===== config.mk =====
export PLATFORM = sky130hd
export DESIGN_NAME = integer_to_radix_text
export DESIGN_NICKNAME = d
export VERILOG_FILES = /design/src/rtl/core/itrt_pkg.sv /design/src/rtl/core/itrt_datapath.sv /design/src/rtl/core/itrt_ctrl.sv /design/src/rtl/core/integer_to_radix_text.sv
export VERILOG_INCLUDE_DIRS = /design/src /design/src/rtl/core
export SDC_FILE = /design/constraint.sdc
export NUM_CORES = 1
export LEC_CHECK = 0
export BUFFER_PORTS_ARGS = -buffer_cell sky130_fd_sc_hd__buf_2
export CORE_UTILIZATION = 35
export DETAILED_ROUTE_END_ITERATION = 6
export PLACE_DENSITY = 0.6
export SLEW_MARGIN = 20
export SYNTH_ARGS = -nofsm -noshare
export SYNTH_HDL_FRONTEND = slang
export SYNTH_SLANG_ARGS = --single-unit

===== constraint.sdc =====
create_clock -name clock -period 19.28 [get_ports clock]
set_input_delay 3.856 -clock clock [delete_from_list [all_inputs] [get_ports clock]]
set_output_delay 3.856 -clock clock [all_outputs]
set_load 0.02 [all_outputs]

===== src/rtl/core/integer_to_radix_text_assert.svh =====
// ----------------------------------------------------------------------------
// Integer to radix text: assertion macros
// Clocked on clock, disabled while reset is high.
// ----------------------------------------------------------------------------
`ifndef INTEGER_TO_RADIX_TEXT_ASSERT_SVH
`define INTEGER_TO_RADIX_TEXT_ASSERT_SVH

// Same-cycle implication.
`define ITRT_ASSERT_NOW(lbl, ante, cons, msg) \
   lbl: assert property (@(posedge clock) disable iff (reset) (ante) |-> (cons)) \
      else $error(msg);

// Next-cycle implication.
`define ITRT_ASSERT_NEXT(lbl, ante, cons, msg) \
   lbl: assert property (@(posedge clock) disable iff (reset) (ante) |=> (cons)) \
      else $error(msg);

`endif


===== src/rtl/core/itrt_pkg.sv =====
// ----------------------------------------------------------------------------
// Integer to radix text: shared package
// Widths, character codes, control/status structs and digit helpers.
// ----------------------------------------------------------------------------
package itrt_pkg;

   localparam int VALUE_W       = 32;
   localparam int RADIX_W       = 6;
   localparam int CHAR_W        = 8;
   localparam int DIV_STEP_BITS = 8;

   localparam int MAX_DIGITS_DEF = 32;
   localparam int VALUE_BITS_DEF = 32;

   localparam logic [RADIX_W-1:0] RADIX_MIN = 6'd2;
   localparam logic [RADIX_W-1:0] RADIX_MAX = 6'd36;
   localparam logic [RADIX_W-1:0] RADIX_TEN = 6'd10;

   localparam logic [CHAR_W-1:0] CHAR_ZERO      = 8'd48;
   localparam logic [CHAR_W-1:0] CHAR_ALPHA_OFS = 8'd87;
   localparam logic [CHAR_W-1:0] CHAR_MINUS     = 8'd45;
   localparam logic [CHAR_W-1:0] CHAR_UNDER     = 8'd95;
   localparam logic [CHAR_W-1:0] CHAR_NONE      = 8'd0;

   typedef enum logic [2:0] {
      OUT_BAD,
      OUT_MINUS,
      OUT_DIGIT,
      OUT_UNDER,
      OUT_TENS,
      OUT_ONES
   } out_sel_type;

   typedef struct packed {
      logic        load;
      logic        step;
      logic        rd;
      logic        emit;
      out_sel_type sel;
   } dp_cmd_type;

   typedef struct packed {
      logic bad_radix;
      logic div_done;
      logic cnt_zero;
      logic neg;
      logic radix_ten;
      logic radix_ge10;
   } dp_status_type;

   function automatic logic [CHAR_W-1:0] digit_char(input logic [RADIX_W-1:0] d);
      logic [CHAR_W-1:0] dx;
      dx = CHAR_W'(d);
      if (d < RADIX_TEN) begin
         return dx + CHAR_ZERO;
      end
      return dx + CHAR_ALPHA_OFS;
   endfunction

   function automatic logic [3:0] radix_tens(input logic [RADIX_W-1:0] r);
      if (r >= 6'd60) begin
         return 4'd6;
      end else if (r >= 6'd50) begin
         return 4'd5;
      end else if (r >= 6'd40) begin
         return 4'd4;
      end else if (r >= 6'd30) begin
         return 4'd3;
      end else if (r >= 6'd20) begin
         return 4'd2;
      end else if (r >= 6'd10) begin
         return 4'd1;
      end
      return 4'd0;
   endfunction

   function automatic logic [3:0] radix_ones(input logic [RADIX_W-1:0] r);
      logic [RADIX_W-1:0] tens_x10;
      tens_x10 = RADIX_W'(radix_tens(r) * 4'd10);
      return 4'(r - tens_x10);
   endfunction

endpackage


===== src/rtl/core/itrt_datapath.sv =====
// ----------------------------------------------------------------------------
// Integer to radix text: datapath
// Magnitude register, chunked long divider, digit store and result register.
// ----------------------------------------------------------------------------
module itrt_datapath #(
   parameter int VALUE_BITS = itrt_pkg::VALUE_BITS_DEF,
   parameter int MAX_DIGITS = itrt_pkg::MAX_DIGITS_DEF
) (
   input  logic                                  clock,
   input  logic                                  reset,
   input  itrt_pkg::dp_cmd_type                  cmd,
   output itrt_pkg::dp_status_type               status,
   input  logic signed [itrt_pkg::VALUE_W-1:0]   req_value,
   input  logic        [itrt_pkg::RADIX_W-1:0]   req_radix,
   output logic                                  rsp_strobe,
   output logic        [itrt_pkg::CHAR_W-1:0]    rsp_char_code,
   output logic                                  rsp_last,
   output logic                                  rsp_bad_radix
);

   localparam int STEP   = itrt_pkg::DIV_STEP_BITS;
   localparam int RW     = itrt_pkg::RADIX_W;
   localparam int NCHUNK = (VALUE_BITS + STEP - 1) / STEP;
   localparam int MAG_W  = NCHUNK * STEP;
   localparam int CKW    = (NCHUNK > 1) ? $clog2(NCHUNK) : 1;
   localparam int AW     = $clog2(MAX_DIGITS);
   localparam int CW     = $clog2(MAX_DIGITS + 1);

   logic [MAG_W-1:0]  mag_ff, mag_in;
   logic [RW-1:0]     rem_ff, rem_in;
   logic [RW-1:0]     radix_ff, radix_in;
   logic              neg_ff, neg_in;
   logic [CKW-1:0]    chunk_ff, chunk_in;
   logic [CW-1:0]     cnt_ff, cnt_in;
   logic [RW-1:0]     rd_data_ff;
   logic [RW-1:0]     store_mem [MAX_DIGITS];

   logic [VALUE_BITS-1:0] val_v;
   logic [VALUE_BITS-1:0] mag_v;
   logic [RW-1:0]         rem_step;
   logic [STEP-1:0]       q_step;
   logic                  last_chunk;
   logic                  wr_en;
   logic [CW-1:0]         cnt_dec;
   logic [AW-1:0]         wr_addr;
   logic [AW-1:0]         rd_addr;

   logic                          strobe_ff;
   logic [itrt_pkg::CHAR_W-1:0]   char_ff, char_in;
   logic                          last_ff, last_in;
   logic                          bad_ff, bad_in;

   assign val_v      = VALUE_BITS'($unsigned(req_value));
   assign mag_v      = val_v[VALUE_BITS-1] ? (~val_v + VALUE_BITS'(1)) : val_v;
   assign last_chunk = (chunk_ff == CKW'(NCHUNK - 1));
   assign wr_en      = cmd.step && last_chunk && (cnt_ff < CW'(MAX_DIGITS));
   assign wr_addr    = cnt_ff[AW-1:0];
   assign cnt_dec    = cnt_ff - CW'(1);
   assign rd_addr    = cnt_dec[AW-1:0];

   // one chunk of restoring long division, most significant bit first
   always_comb begin
      logic [RW:0]   t;
      logic [RW-1:0] r;
      logic [STEP-1:0] q;
      r = rem_ff;
      q = '0;
      for (int i = 0; i < STEP; i++) begin
         t = {r, mag_ff[MAG_W-1-i]};
         if (t >= {1'b0, radix_ff}) begin
            t = t - {1'b0, radix_ff};
            q[STEP-1-i] = 1'b1;
         end
         r = t[RW-1:0];
      end
      rem_step = r;
      q_step   = q;
   end

   always_comb begin
      mag_in   = mag_ff;
      rem_in   = rem_ff;
      radix_in = radix_ff;
      neg_in   = neg_ff;
      chunk_in = chunk_ff;
      cnt_in   = cnt_ff;
      if (cmd.load) begin
         mag_in   = MAG_W'(mag_v);
         rem_in   = '0;
         radix_in = req_radix;
         neg_in   = val_v[VALUE_BITS-1];
         chunk_in = '0;
         cnt_in   = '0;
      end else if (cmd.step) begin
         mag_in = (mag_ff << STEP) | MAG_W'(q_step);
         if (last_chunk) begin
            rem_in   = '0;
            chunk_in = '0;
            if (wr_en) begin
               cnt_in = cnt_ff + CW'(1);
            end
         end else begin
            rem_in   = rem_step;
            chunk_in = chunk_ff + CKW'(1);
         end
      end else if (cmd.rd) begin
         cnt_in = cnt_dec;
      end
   end

   always_ff @(posedge clock) begin
      if (reset) begin
         mag_ff   <= '0;
         rem_ff   <= '0;
         radix_ff <= '0;
         neg_ff   <= 1'b0;
         chunk_ff <= '0;
         cnt_ff   <= '0;
      end else begin
         mag_ff   <= mag_in;
         rem_ff   <= rem_in;
         radix_ff <= radix_in;
         neg_ff   <= neg_in;
         chunk_ff <= chunk_in;
         cnt_ff   <= cnt_in;
      end
   end

   always_ff @(posedge clock) begin
      if (wr_en) begin
         store_mem[wr_addr] <= rem_step;
      end
      if (cmd.rd) begin
         rd_data_ff <= store_mem[rd_addr];
      end
   end

   always_comb begin
      status.bad_radix  = !(radix_ff inside {[itrt_pkg::RADIX_MIN:itrt_pkg::RADIX_MAX]});
      status.div_done   = (chunk_ff == '0) && (mag_ff == '0) && (cnt_ff != '0);
      status.cnt_zero   = (cnt_ff == '0);
      status.neg        = neg_ff;
      status.radix_ten  = (radix_ff == itrt_pkg::RADIX_TEN);
      status.radix_ge10 = (radix_ff >= itrt_pkg::RADIX_TEN);
   end

   always_comb begin
      char_in = itrt_pkg::CHAR_NONE;
      last_in = 1'b0;
      bad_in  = 1'b0;
      case (cmd.sel)
         itrt_pkg::OUT_BAD: begin
            last_in = 1'b1;
            bad_in  = 1'b1;
         end
         itrt_pkg::OUT_MINUS: begin
            char_in = itrt_pkg::CHAR_MINUS;
         end
         itrt_pkg::OUT_DIGIT: begin
            char_in = itrt_pkg::digit_char(rd_data_ff);
            last_in = status.cnt_zero && status.radix_ten;
         end
         itrt_pkg::OUT_UNDER: begin
            char_in = itrt_pkg::CHAR_UNDER;
         end
         itrt_pkg::OUT_TENS: begin
            char_in = itrt_pkg::CHAR_ZERO + itrt_pkg::CHAR_W'(itrt_pkg::radix_tens(radix_ff));
         end
         itrt_pkg::OUT_ONES: begin
            char_in = itrt_pkg::CHAR_ZERO + itrt_pkg::CHAR_W'(itrt_pkg::radix_ones(radix_ff));
            last_in = 1'b1;
         end
         default: begin
            char_in = itrt_pkg::CHAR_NONE;
         end
      endcase
   end

   always_ff @(posedge clock) begin
      if (reset) begin
         strobe_ff <= 1'b0;
      end else begin
         strobe_ff <= cmd.emit;
      end
      char_ff <= char_in;
      last_ff <= last_in;
      bad_ff  <= bad_in;
   end

   assign rsp_strobe    = strobe_ff;
   assign rsp_char_code = char_ff;
   assign rsp_last      = last_ff;
   assign rsp_bad_radix = bad_ff;

endmodule


===== src/rtl/core/itrt_ctrl.sv =====
// ----------------------------------------------------------------------------
// Integer to radix text: controller
// Sequences check, division, digit readout and suffix for one word.
// ----------------------------------------------------------------------------
module itrt_ctrl (
   input  logic                    clock,
   input  logic                    reset,
   input  logic                    start,
   output logic                    busy,
   output itrt_pkg::dp_cmd_type    cmd,
   input  itrt_pkg::dp_status_type status
);

   typedef enum logic [3:0] {
      ST_IDLE,
      ST_CHECK,
      ST_DIVIDE,
      ST_PREP,
      ST_SIGN,
      ST_DIGITS,
      ST_UNDER,
      ST_TENS,
      ST_ONES
   } state_type;

   state_type state_ff, state_in;
   logic      busy_ff, busy_in;

   always_comb begin
      state_in = state_ff;
      cmd      = '{load: 1'b0, step: 1'b0, rd: 1'b0, emit: 1'b0, sel: itrt_pkg::OUT_BAD};
      case (state_ff)
         ST_IDLE: begin
            if (start) begin
               cmd.load = 1'b1;
               state_in = ST_CHECK;
            end
         end
         ST_CHECK: begin
            if (status.bad_radix) begin
               cmd.emit = 1'b1;
               cmd.sel  = itrt_pkg::OUT_BAD;
               state_in = ST_IDLE;
            end else begin
               state_in = ST_DIVIDE;
            end
         end
         ST_DIVIDE: begin
            if (status.div_done) begin
               state_in = ST_PREP;
            end else begin
               cmd.step = 1'b1;
            end
         end
         ST_PREP: begin
            cmd.rd   = 1'b1;
            state_in = status.neg ? ST_SIGN : ST_DIGITS;
         end
         ST_SIGN: begin
            cmd.emit = 1'b1;
            cmd.sel  = itrt_pkg::OUT_MINUS;
            state_in = ST_DIGITS;
         end
         ST_DIGITS: begin
            cmd.emit = 1'b1;
            cmd.sel  = itrt_pkg::OUT_DIGIT;
            if (!status.cnt_zero) begin
               cmd.rd = 1'b1;
            end else begin
               state_in = status.radix_ten ? ST_IDLE : ST_UNDER;
            end
         end
         ST_UNDER: begin
            cmd.emit = 1'b1;
            cmd.sel  = itrt_pkg::OUT_UNDER;
            state_in = status.radix_ge10 ? ST_TENS : ST_ONES;
         end
         ST_TENS: begin
            cmd.emit = 1'b1;
            cmd.sel  = itrt_pkg::OUT_TENS;
            state_in = ST_ONES;
         end
         ST_ONES: begin
            cmd.emit = 1'b1;
            cmd.sel  = itrt_pkg::OUT_ONES;
            state_in = ST_IDLE;
         end
         default: begin
            state_in = ST_IDLE;
         end
      endcase
      busy_in = (state_in != ST_IDLE);
   end

   always_ff @(posedge clock) begin
      if (reset) begin
         state_ff <= ST_IDLE;
         busy_ff  <= 1'b0;
      end else begin
         state_ff <= state_in;
         busy_ff  <= busy_in;
      end
   end

   assign busy = busy_ff;

endmodule


===== src/rtl/core/integer_to_radix_text.sv =====
// ----------------------------------------------------------------------------
// Integer to radix text
// Converts a signed word to ASCII text in radix 2..36: an optional '-', the
// digits most significant first ('0'-'9', 'a'-'z'), then '_' and the radix in
// decimal unless the radix is ten; rsp_last marks the final character. A
// radix outside 2..36 gives one result with char 0, last and bad_radix set.
// A word is taken when start is high and busy is low. Results appear one per
// cycle on rsp_strobe and cannot be held off. Per word the block does one
// radix check, then for each digit ceil(VALUE_BITS/8) steps of the long
// divider (which retires 8 quotient bits a cycle), one step to see the
// quotient at zero and one digit store read, then emits one character per
// cycle and returns to idle. No clearing pass after reset.
// ----------------------------------------------------------------------------
`include "integer_to_radix_text_assert.svh"

module integer_to_radix_text #(
   parameter int VALUE_BITS = itrt_pkg::VALUE_BITS_DEF,
   parameter int MAX_DIGITS = itrt_pkg::MAX_DIGITS_DEF
) (
   input  logic                                clock,
   input  logic                                reset,
   input  logic                                start,
   output logic                                busy,
   input  logic signed [itrt_pkg::VALUE_W-1:0] req_value,
   input  logic        [itrt_pkg::RADIX_W-1:0] req_radix,
   output logic                                rsp_strobe,
   output logic        [itrt_pkg::CHAR_W-1:0]  rsp_char_code,
   output logic                                rsp_last,
   output logic                                rsp_bad_radix
);

   itrt_pkg::dp_cmd_type    cmd;
   itrt_pkg::dp_status_type status;

   itrt_ctrl u_ctrl (
      .clock  (clock),
      .reset  (reset),
      .start  (start),
      .busy   (busy),
      .cmd    (cmd),
      .status (status)
   );

   itrt_datapath #(
      .VALUE_BITS (VALUE_BITS),
      .MAX_DIGITS (MAX_DIGITS)
   ) u_datapath (
      .clock         (clock),
      .reset         (reset),
      .cmd           (cmd),
      .status        (status),
      .req_value     (req_value),
      .req_radix     (req_radix),
      .rsp_strobe    (rsp_strobe),
      .rsp_char_code (rsp_char_code),
      .rsp_last      (rsp_last),
      .rsp_bad_radix (rsp_bad_radix)
   );

   `ITRT_ASSERT_NEXT(a_accept_busy, start && !busy, busy, "busy low after accepted word")
   `ITRT_ASSERT_NEXT(a_accept_quiet, start && !busy, !rsp_strobe, "result right after accept")
   `ITRT_ASSERT_NEXT(a_last_gap, rsp_strobe && rsp_last, !rsp_strobe, "result after last")
   `ITRT_ASSERT_NOW(a_bad_shape, rsp_strobe && rsp_bad_radix, rsp_last && (rsp_char_code == '0), "bad radix result malformed")
   `ITRT_ASSERT_NOW(a_no_cmd_clash, cmd.step || cmd.rd || cmd.load, !(cmd.step && cmd.rd) && !(cmd.load && (cmd.step || cmd.rd)), "conflicting datapath commands")

endmodule


# Yosys cells after proc, flatten, opt, wreduce, memory -nomap -nowiden
# Memories as Yosys holds them, arrays and structs flattened. A register that Yosys moved wholly into a read port is not among the register bits.
# Cells that the tools add are included.
dict set report totals {
  reg_bits 69
  mem_bits_rw 192
  in_bits 41
  output_inout_bits 12
  wordCells 154
  n_memories 1
}
# memory words word_bits rd rd_clocked_by_memory_dff wr line
set memory_table {}
lappend memory_table {u_datapath.store_mem 32 6 1 1 1 itrt_datapath.sv:36} ;# logic [RW-1:0] store_mem [MAX_DIGITS];
dict set report op_classes {
  addsub 17
  mul 1
  n_lt_le_gt_ge 18
  n_eq_ne 17
  n_mux 68
  bitwise_logic 2
  n_reduce_logical 18
}
# op count
set ops {}
lappend ops {{32-bit two-way mux} 3}
lappend ops {{6-bit two-way mux} 13}
lappend ops {{4-bit two-way mux} 15}
lappend ops {{7-bit by 6-bit greater-or-equal comparator with 1-bit output} 8}
lappend ops {{6-bit subtractor} 8}
lappend ops {{8-bit one-hot mux with 5 select lines} 1}
lappend ops {{32-bit by 1-bit adder with 32-bit output (second input constant)} 1}
lappend ops {{32-bit zero test} 1}
lappend ops {{32-bit NOT} 1}
lappend ops {{32-bit by 8-bit bitwise OR with 32-bit output} 1}
lappend ops {{4-bit one-hot mux with 8 select lines} 1}
lappend ops {{1-bit two-way mux} 27}
lappend ops {{4-bit one-hot mux with 6 select lines} 1}
lappend ops {{6-bit greater-or-equal comparator (second input constant)} 3}
lappend ops {{4-bit by 3-bit == test with 1-bit output (second input constant)} 4}
lappend ops {{8-bit two-way mux} 2}
lappend ops {{6-bit by 4-bit adder with 7-bit output (first input constant)} 2}
lappend ops {{6-bit by 5-bit greater-or-equal comparator with 1-bit output (second input constant)} 2}
lappend ops {{6-bit by 7-bit adder with 8-bit output (second input constant)} 1}
lappend ops {{4-bit by 2-bit == test with 1-bit output (second input constant)} 2}
lappend ops {{6-bit by 6-bit adder with 7-bit output (second input constant)} 1}
lappend ops {{6-bit by 1-bit adder with 6-bit output (second input constant)} 1}
lappend ops {{3-bit by 2-bit == test with 1-bit output (second input constant)} 2}
lappend ops {{3-bit == test (second input constant)} 2}
lappend ops {{other kinds (28)} 38}

# Longest topological paths before layout
dict set report logic_depth {
  depth_word 19
  ltp_mapped 78
  depth_no_buf 75
}

# By module
# From an unflattened synthesis, not the netlist that was laid out.
dict set report hier_totals {
  hier_cells 1200
  hier_area_um2 14657.8
}
# module instances cells_each area_each_um2 seq_area_each_um2
set by_module_without_submodules {}
lappend by_module_without_submodules {itrt_datapath 1 1147 14268.7 7226.9}
lappend by_module_without_submodules {itrt_ctrl 1 53 389.1 100.1}

# Least setup slack after synthesis
# Ideal clock, no wire load.
dict set report synth_timing {
  path_kind {flip-flop to flip-flop}
  startpoint {register u_datapath.radix_ff[1]}
  endpoint {memory u_datapath.store_mem[0][0] (netlist bit) (data pin)}
  arrival_ps 16365
  required_time_ps 18888
  slack_ps 2523
  path_stages_with_launch 76
  period_less_slack_ps 16757
  path_cell_list {dfxtp_1 > inv_1 > ha_1 > nand2b_1 > a211o_1 > nand3_2 > mux2_2 > inv_1 > ha_1 > a2111oi_1 > o31a_1 > o211ai_1 > clkbuf_1 > nor2_1 > a21oi_1 > ha_1 > nor2b_1 > o211ai_1 > (+40 left out) > nor2b_1 > o21ai_0 > nand2b_1 > a21o_1 > a21o_1 > a211o_1 > a221oi_1 > o21ai_1 > mux2i_4 > mux2i_1 > ha_1 > a21oi_1 > o21ai_0 > a21o_1 > a21o_1 > a211oi_1 > o221ai_4 > mux2i_1}
}
dict set report synth_between {
  elab_chain_len 16
  elab_cells_between_ends 23
}
# item line
set synth_lines {}
lappend synth_lines {{from (decl)} itrt_datapath.sv:31} ;# logic [RW-1:0] radix_ff, radix_in;
lappend synth_lines {{from (signal assigned)} itrt_datapath.sv:122} ;# radix_ff <= radix_in;
lappend synth_lines {{6-bit subtractor or 7-bit by 6-bit greater-or-equal comparator with 1-bit output (tied branches)} {itrt_datapath.sv:71, itrt_datapath.sv:70}}
lappend synth_lines {{6-bit two-way mux} itrt_datapath.sv:70} ;# if (t >= {1'b0, radix_ff}) begin
lappend synth_lines {{6-bit subtractor or 7-bit by 6-bit greater-or-equal comparator with 1-bit output (tied branches)} {itrt_datapath.sv:71, itrt_datapath.sv:70}}
lappend synth_lines {{6-bit two-way mux} itrt_datapath.sv:70}
lappend synth_lines {{6-bit subtractor or 7-bit by 6-bit greater-or-equal comparator with 1-bit output (tied branches)} {itrt_datapath.sv:71, itrt_datapath.sv:70}}
lappend synth_lines {{6-bit two-way mux} itrt_datapath.sv:70}
lappend synth_lines {{6-bit subtractor or 7-bit by 6-bit greater-or-equal comparator with 1-bit output (tied branches)} {itrt_datapath.sv:71, itrt_datapath.sv:70}}
lappend synth_lines {{6-bit two-way mux} itrt_datapath.sv:70}
lappend synth_lines {{6-bit subtractor or 7-bit by 6-bit greater-or-equal comparator with 1-bit output (tied branches)} {itrt_datapath.sv:71, itrt_datapath.sv:70}}
lappend synth_lines {{6-bit two-way mux} itrt_datapath.sv:70}
lappend synth_lines {{7-bit by 6-bit greater-or-equal comparator with 1-bit output or 6-bit subtractor (tied branches)} {itrt_datapath.sv:70, itrt_datapath.sv:71}}
lappend synth_lines {{6-bit two-way mux} itrt_datapath.sv:70}
lappend synth_lines {{6-bit subtractor or 7-bit by 6-bit greater-or-equal comparator with 1-bit output (tied branches)} {itrt_datapath.sv:71, itrt_datapath.sv:70}}
lappend synth_lines {{6-bit two-way mux} itrt_datapath.sv:70}
lappend synth_lines {{7-bit by 6-bit greater-or-equal comparator with 1-bit output *} itrt_datapath.sv:70}
lappend synth_lines {{6-bit two-way mux *} itrt_datapath.sv:70}
lappend synth_lines {{via u_datapath.rem_step[0]} itrt_datapath.sv:40} ;# logic [RW-1:0] rem_step;
lappend synth_lines {{to (decl)} itrt_datapath.sv:36}
# The timed path passes the listed nets; every way through them passes the cells marked *.

# Worst setup path after layout
dict set report layout_timing {
  startpoint {register u_datapath.radix_ff[5]}
  endpoint {register u_datapath.rem_ff[5]}
}
dict set report layout_between {
  elab_chain_len 17
  elab_cells_between_ends 25
}
# item line
set layout_lines {}
lappend layout_lines {{6-bit subtractor or 7-bit by 6-bit greater-or-equal comparator with 1-bit output (tied branches)} {itrt_datapath.sv:71, itrt_datapath.sv:70}}
lappend layout_lines {{6-bit two-way mux} itrt_datapath.sv:70}
lappend layout_lines {{7-bit by 6-bit greater-or-equal comparator with 1-bit output or 6-bit subtractor (tied branches)} {itrt_datapath.sv:70, itrt_datapath.sv:71}}
lappend layout_lines {{6-bit two-way mux} itrt_datapath.sv:70}
lappend layout_lines {{6-bit subtractor or 7-bit by 6-bit greater-or-equal comparator with 1-bit output (tied branches)} {itrt_datapath.sv:71, itrt_datapath.sv:70}}
lappend layout_lines {{6-bit two-way mux} itrt_datapath.sv:70}
lappend layout_lines {{6-bit subtractor or 7-bit by 6-bit greater-or-equal comparator with 1-bit output (tied branches)} {itrt_datapath.sv:71, itrt_datapath.sv:70}}
lappend layout_lines {{6-bit two-way mux} itrt_datapath.sv:70}
lappend layout_lines {{(+2 left out)} -}
lappend layout_lines {{6-bit subtractor or 7-bit by 6-bit greater-or-equal comparator with 1-bit output (tied branches)} {itrt_datapath.sv:71, itrt_datapath.sv:70}}
lappend layout_lines {{6-bit two-way mux} itrt_datapath.sv:70}
lappend layout_lines {{7-bit by 6-bit greater-or-equal comparator with 1-bit output or 6-bit subtractor (tied branches)} {itrt_datapath.sv:70, itrt_datapath.sv:71}}
lappend layout_lines {{6-bit two-way mux} itrt_datapath.sv:70}
lappend layout_lines {{6-bit subtractor or 7-bit by 6-bit greater-or-equal comparator with 1-bit output (tied branches)} {itrt_datapath.sv:71, itrt_datapath.sv:70}}
lappend layout_lines {{6-bit two-way mux *} itrt_datapath.sv:70}
lappend layout_lines {{via u_datapath.rem_step[5]} itrt_datapath.sv:40}
lappend layout_lines {{6-bit two-way mux *} itrt_datapath.sv:96} ;# if (last_chunk) begin
lappend layout_lines {{to (signal assigned)} itrt_datapath.sv:121} ;# rem_ff <= rem_in;
lappend layout_lines {{to (decl)} itrt_datapath.sv:30} ;# logic [RW-1:0] rem_ff, rem_in;
# Marked as above.
# A chain may end at the register's enable or synchronous reset.

==> results.cfg <==
[synth]
synth.ff_latch_count = 267
avgSynthCellArea_um2 = 11.9
synthCells = 1223
synth_edf_count = 198
synth-seq-area-share_pct = 50.5
syn_nets = 1335
ys_types = 83
syn-cell-area_um2 = 14500
yosys_warnings = 0
ys.flop_type = edfxtp_1
async_reset_ff_share_pct = 0

[worst_hold_path]
hold_depth = 2
worstHoldPathType = reg2reg
hp-start = u_datapath.chunk_ff[1]
min_to = u_datapath.chunk_ff[1]

[critical_path]
timing.rr.start = u_datapath.radix_ff[5]
timing.rr.end = u_datapath.rem_ff[5]
critPathMaxStageDelay_ns = 0.57
rrSetupSlack_ns = 1.32
critPathBufInv = 5
critPathSlowestCell = ha_1
reg2reg_depth = 73
critPathTopFamily = compound AO/OA/AOI/OAI gates
crit_arrival_ns = 18.39
cp.required_ns = 19.72
crit_top_cell = ha_1
criticalPathCategory = reg2reg
crit_path_end_kind = flip-flop
cp_max_fo = 33
startpoint_type = flip-flop

[placed_design]
hpwl_mm = 25.6
place_area_um2 = 15400
finalWeightedCongestion = 0.867
port_buffers = 52

[clock_tree]
postCtsHoldBufs = 0
path_clk_slew_ns = 0.06
htreeDepth = 1
clk_latency_ns = 0.59
numClockSinks = 267
cts_tree = yes
numCtsBuffers = 28
cts_root_buf = clkbuf_16
cts.path.max_buffers = 3

[die]
die_h_um = 206
io_pins = 53
core_um2 = 40800
dieWidth_um = 206
dieArea_um2 = 42300
start_util_pct = 35.5
std_cell_rows = 74

[detailed_routing]
wl_mm = 36.4
routedWlPerCell_um = 19.9
antenna_left = 0
vias = 10100
firstDrtPassIters = 6
drt_iter0_drc = 975
avgViaCountPerCell = 5.55
drc_errors = 0

[outcome]
status = finished clean

[sta]
rsz0062_at_grt = no
setup_tns_ns = 0
max_freq_mhz = 55.7
report.final.slew_viol_count = 0
finalClockSkew_ns = 0.0526
min_period_over_period_pct = 93.1
maxSlewHeadroom_pct = 31.7
hold_viol_final = 0
setup_violations = 0
fin_crit_ns = 17.96
whs_ns = 0.482
worst_pin_slew_ns = 1.02

[finish]
final_cell_mix = edfxtp_1, nor2_1, nand2_1
design_area_um2 = 16400
layout_commonest_cell = edfxtp_1
fin_nets = 1387
fill_cells = 3831
final_util_pct = 40.3
drive_gt1_share_pct = 17.1
areaGrowthSynthToFinish_pct = 13.3
diodes = 0

[grt]
grt_pass1_vias = 9564
track_usage_pct = 17.2
gr-total-overflow = 0
grt_first_pass_wirelength_mm = 55.6
grt_start_max_net_pins = 54
antenna_found_initial = 2

[flow_run]
cap_viol_max_count = 0
## how the worst max path moves through the flow
stage / slack, ns / end / start / depth (start not counted)
2_1_floorplan: 2.52 / u_datapath.store_mem[0][0] / u_datapath.radix_ff[1] / 75
3_3_place_gp: 1.56 / u_datapath.rem_ff[5] / u_datapath.radix_ff[2] / 72
3_5_place_dp: 1.01 / u_datapath.rem_ff[5] / u_datapath.radix_ff[2] / 72
4_1_cts: 0.94 / u_datapath.rem_ff[5] / u_datapath.radix_ff[2] / 72
5_1_grt: 0.01 / u_datapath.rem_ff[2] / u_datapath.radix_ff[5] / 73
6_report: 1.32 / u_datapath.rem_ff[5] / u_datapath.radix_ff[5] / 73
## through the flow
stage	setup slack (ns)	instances
2_1_floorplan	2.52	1223
3_3_place_gp	1.56	1772
3_5_place_dp	1.01	1772
4_1_cts	0.936	1824
5_1_grt	0.0143	1829
6_report	1.32	1829
## per-layer routing
layer | part of all wire [%] | wire length (um) | GRT usage (%)
met5 | 0 | 0 | 0
met4 | 1.6 | 597 | 4.47
met3 | 6.4 | 2320 | 2.55
met2 | 46 | 16800 | 27.3
met1 | 46 | 16700 | 24.4
## cell families (layout without fill, tap and decap cells)
family,count (synthesis),count (layout),synth area share [%]
AO/OA/AOI/OAI,263,263,12.6
XOR/XNOR,62,62,3.74
adder cells (fa/ha/maj),71,71,6.59
buffers and inverters,114,188,3.06
flip-flops,267,267,50.5
multiplexers,89,89,11.7
AND/OR/NAND/NOR,357,357,11.8
## layout make-up
| cell class | instances | area (um2) | area share (%) |
|---|---|---|---|
| inverter | 62 | 236 | 1.44 |
| clock buffer | 32 | 747 | 4.54 |
| sequential | 267 | 7330 | 44.6 |
| clock inverter | 20 | 258 | 1.57 |
| timing repair buffer | 74 | 429 | 2.61 |
| tap | 532 | 666 | 4.05 |
| multi-input combinational | 842 | 6770 | 41.2 |
## synth_stat cells, types with 8 or more instances
cell type	n	share of area, %
nand3_1	17	0.59
dfxtp_1	69	9.5
mux2_2	11	0.85
a221oi_1	15	0.91
nor2b_1	14	0.60
o21ai_0	39	1.3
nand4_1	8	0.34
nor2_1	122	3.2
nor3_1	18	0.62
nor4_1	11	0.47
fa_1	9	1.2
xnor2_1	42	2.5
nand2_1	93	2.4
or3_1	11	0.47
mux4_2	60	9.3
edfxtp_1	198	41
inv_1	62	1.6
a21o_1	16	0.83
and3_1	9	0.39
nand2b_1	17	0.73
mux2i_1	11	0.76
ha_1	62	5.3
o21a_1	8	0.41
xor2_1	20	1.2
a22oi_1	14	0.72
clkbuf_1	42	1.1
a21oi_1	79	2.7
o31ai_1	11	0.57
## worst reg2reg max path, delay by kind of cell, from the launching register on
| kind | cells | cell delay [ns] |
|---|---|---|
| compound gates | 39 | 9.20 |
| simple gates | 16 | 2.88 |
| fa+ha+maj | 8 | 2.52 |
| mux | 5 | 2.01 |
| buf+inv | 5 | 0.83 |
| flops | 1 | 0.39 |
## registers in the layout, summed over array words and instances, names as in the netlist
signal	flops
u_datapath.radix_ff	6
u_datapath.rsp_char_code	8
u_datapath.store_mem	192
u_datapath.rsp_strobe	1
u_datapath.neg_ff	1
u_datapath.mag_ff	32
u_datapath.rsp_bad_radix	1
u_datapath.rd_data_ff	6
u_ctrl.state_ff	4
u_datapath.rsp_last	1
u_datapath.cnt_ff	6
u_ctrl.busy	1
u_datapath.rem_ff	6
u_datapath.chunk_ff	2
## repair_timing
action | CTS | global route
endpoints found under the setup margin | 0 | 199
setup buffers | 0 | 5
resized for setup | 0 | 4
Power is not shown: default switching activity piles up to over one toggle a cycle in this logic, so the estimate is an artifact.
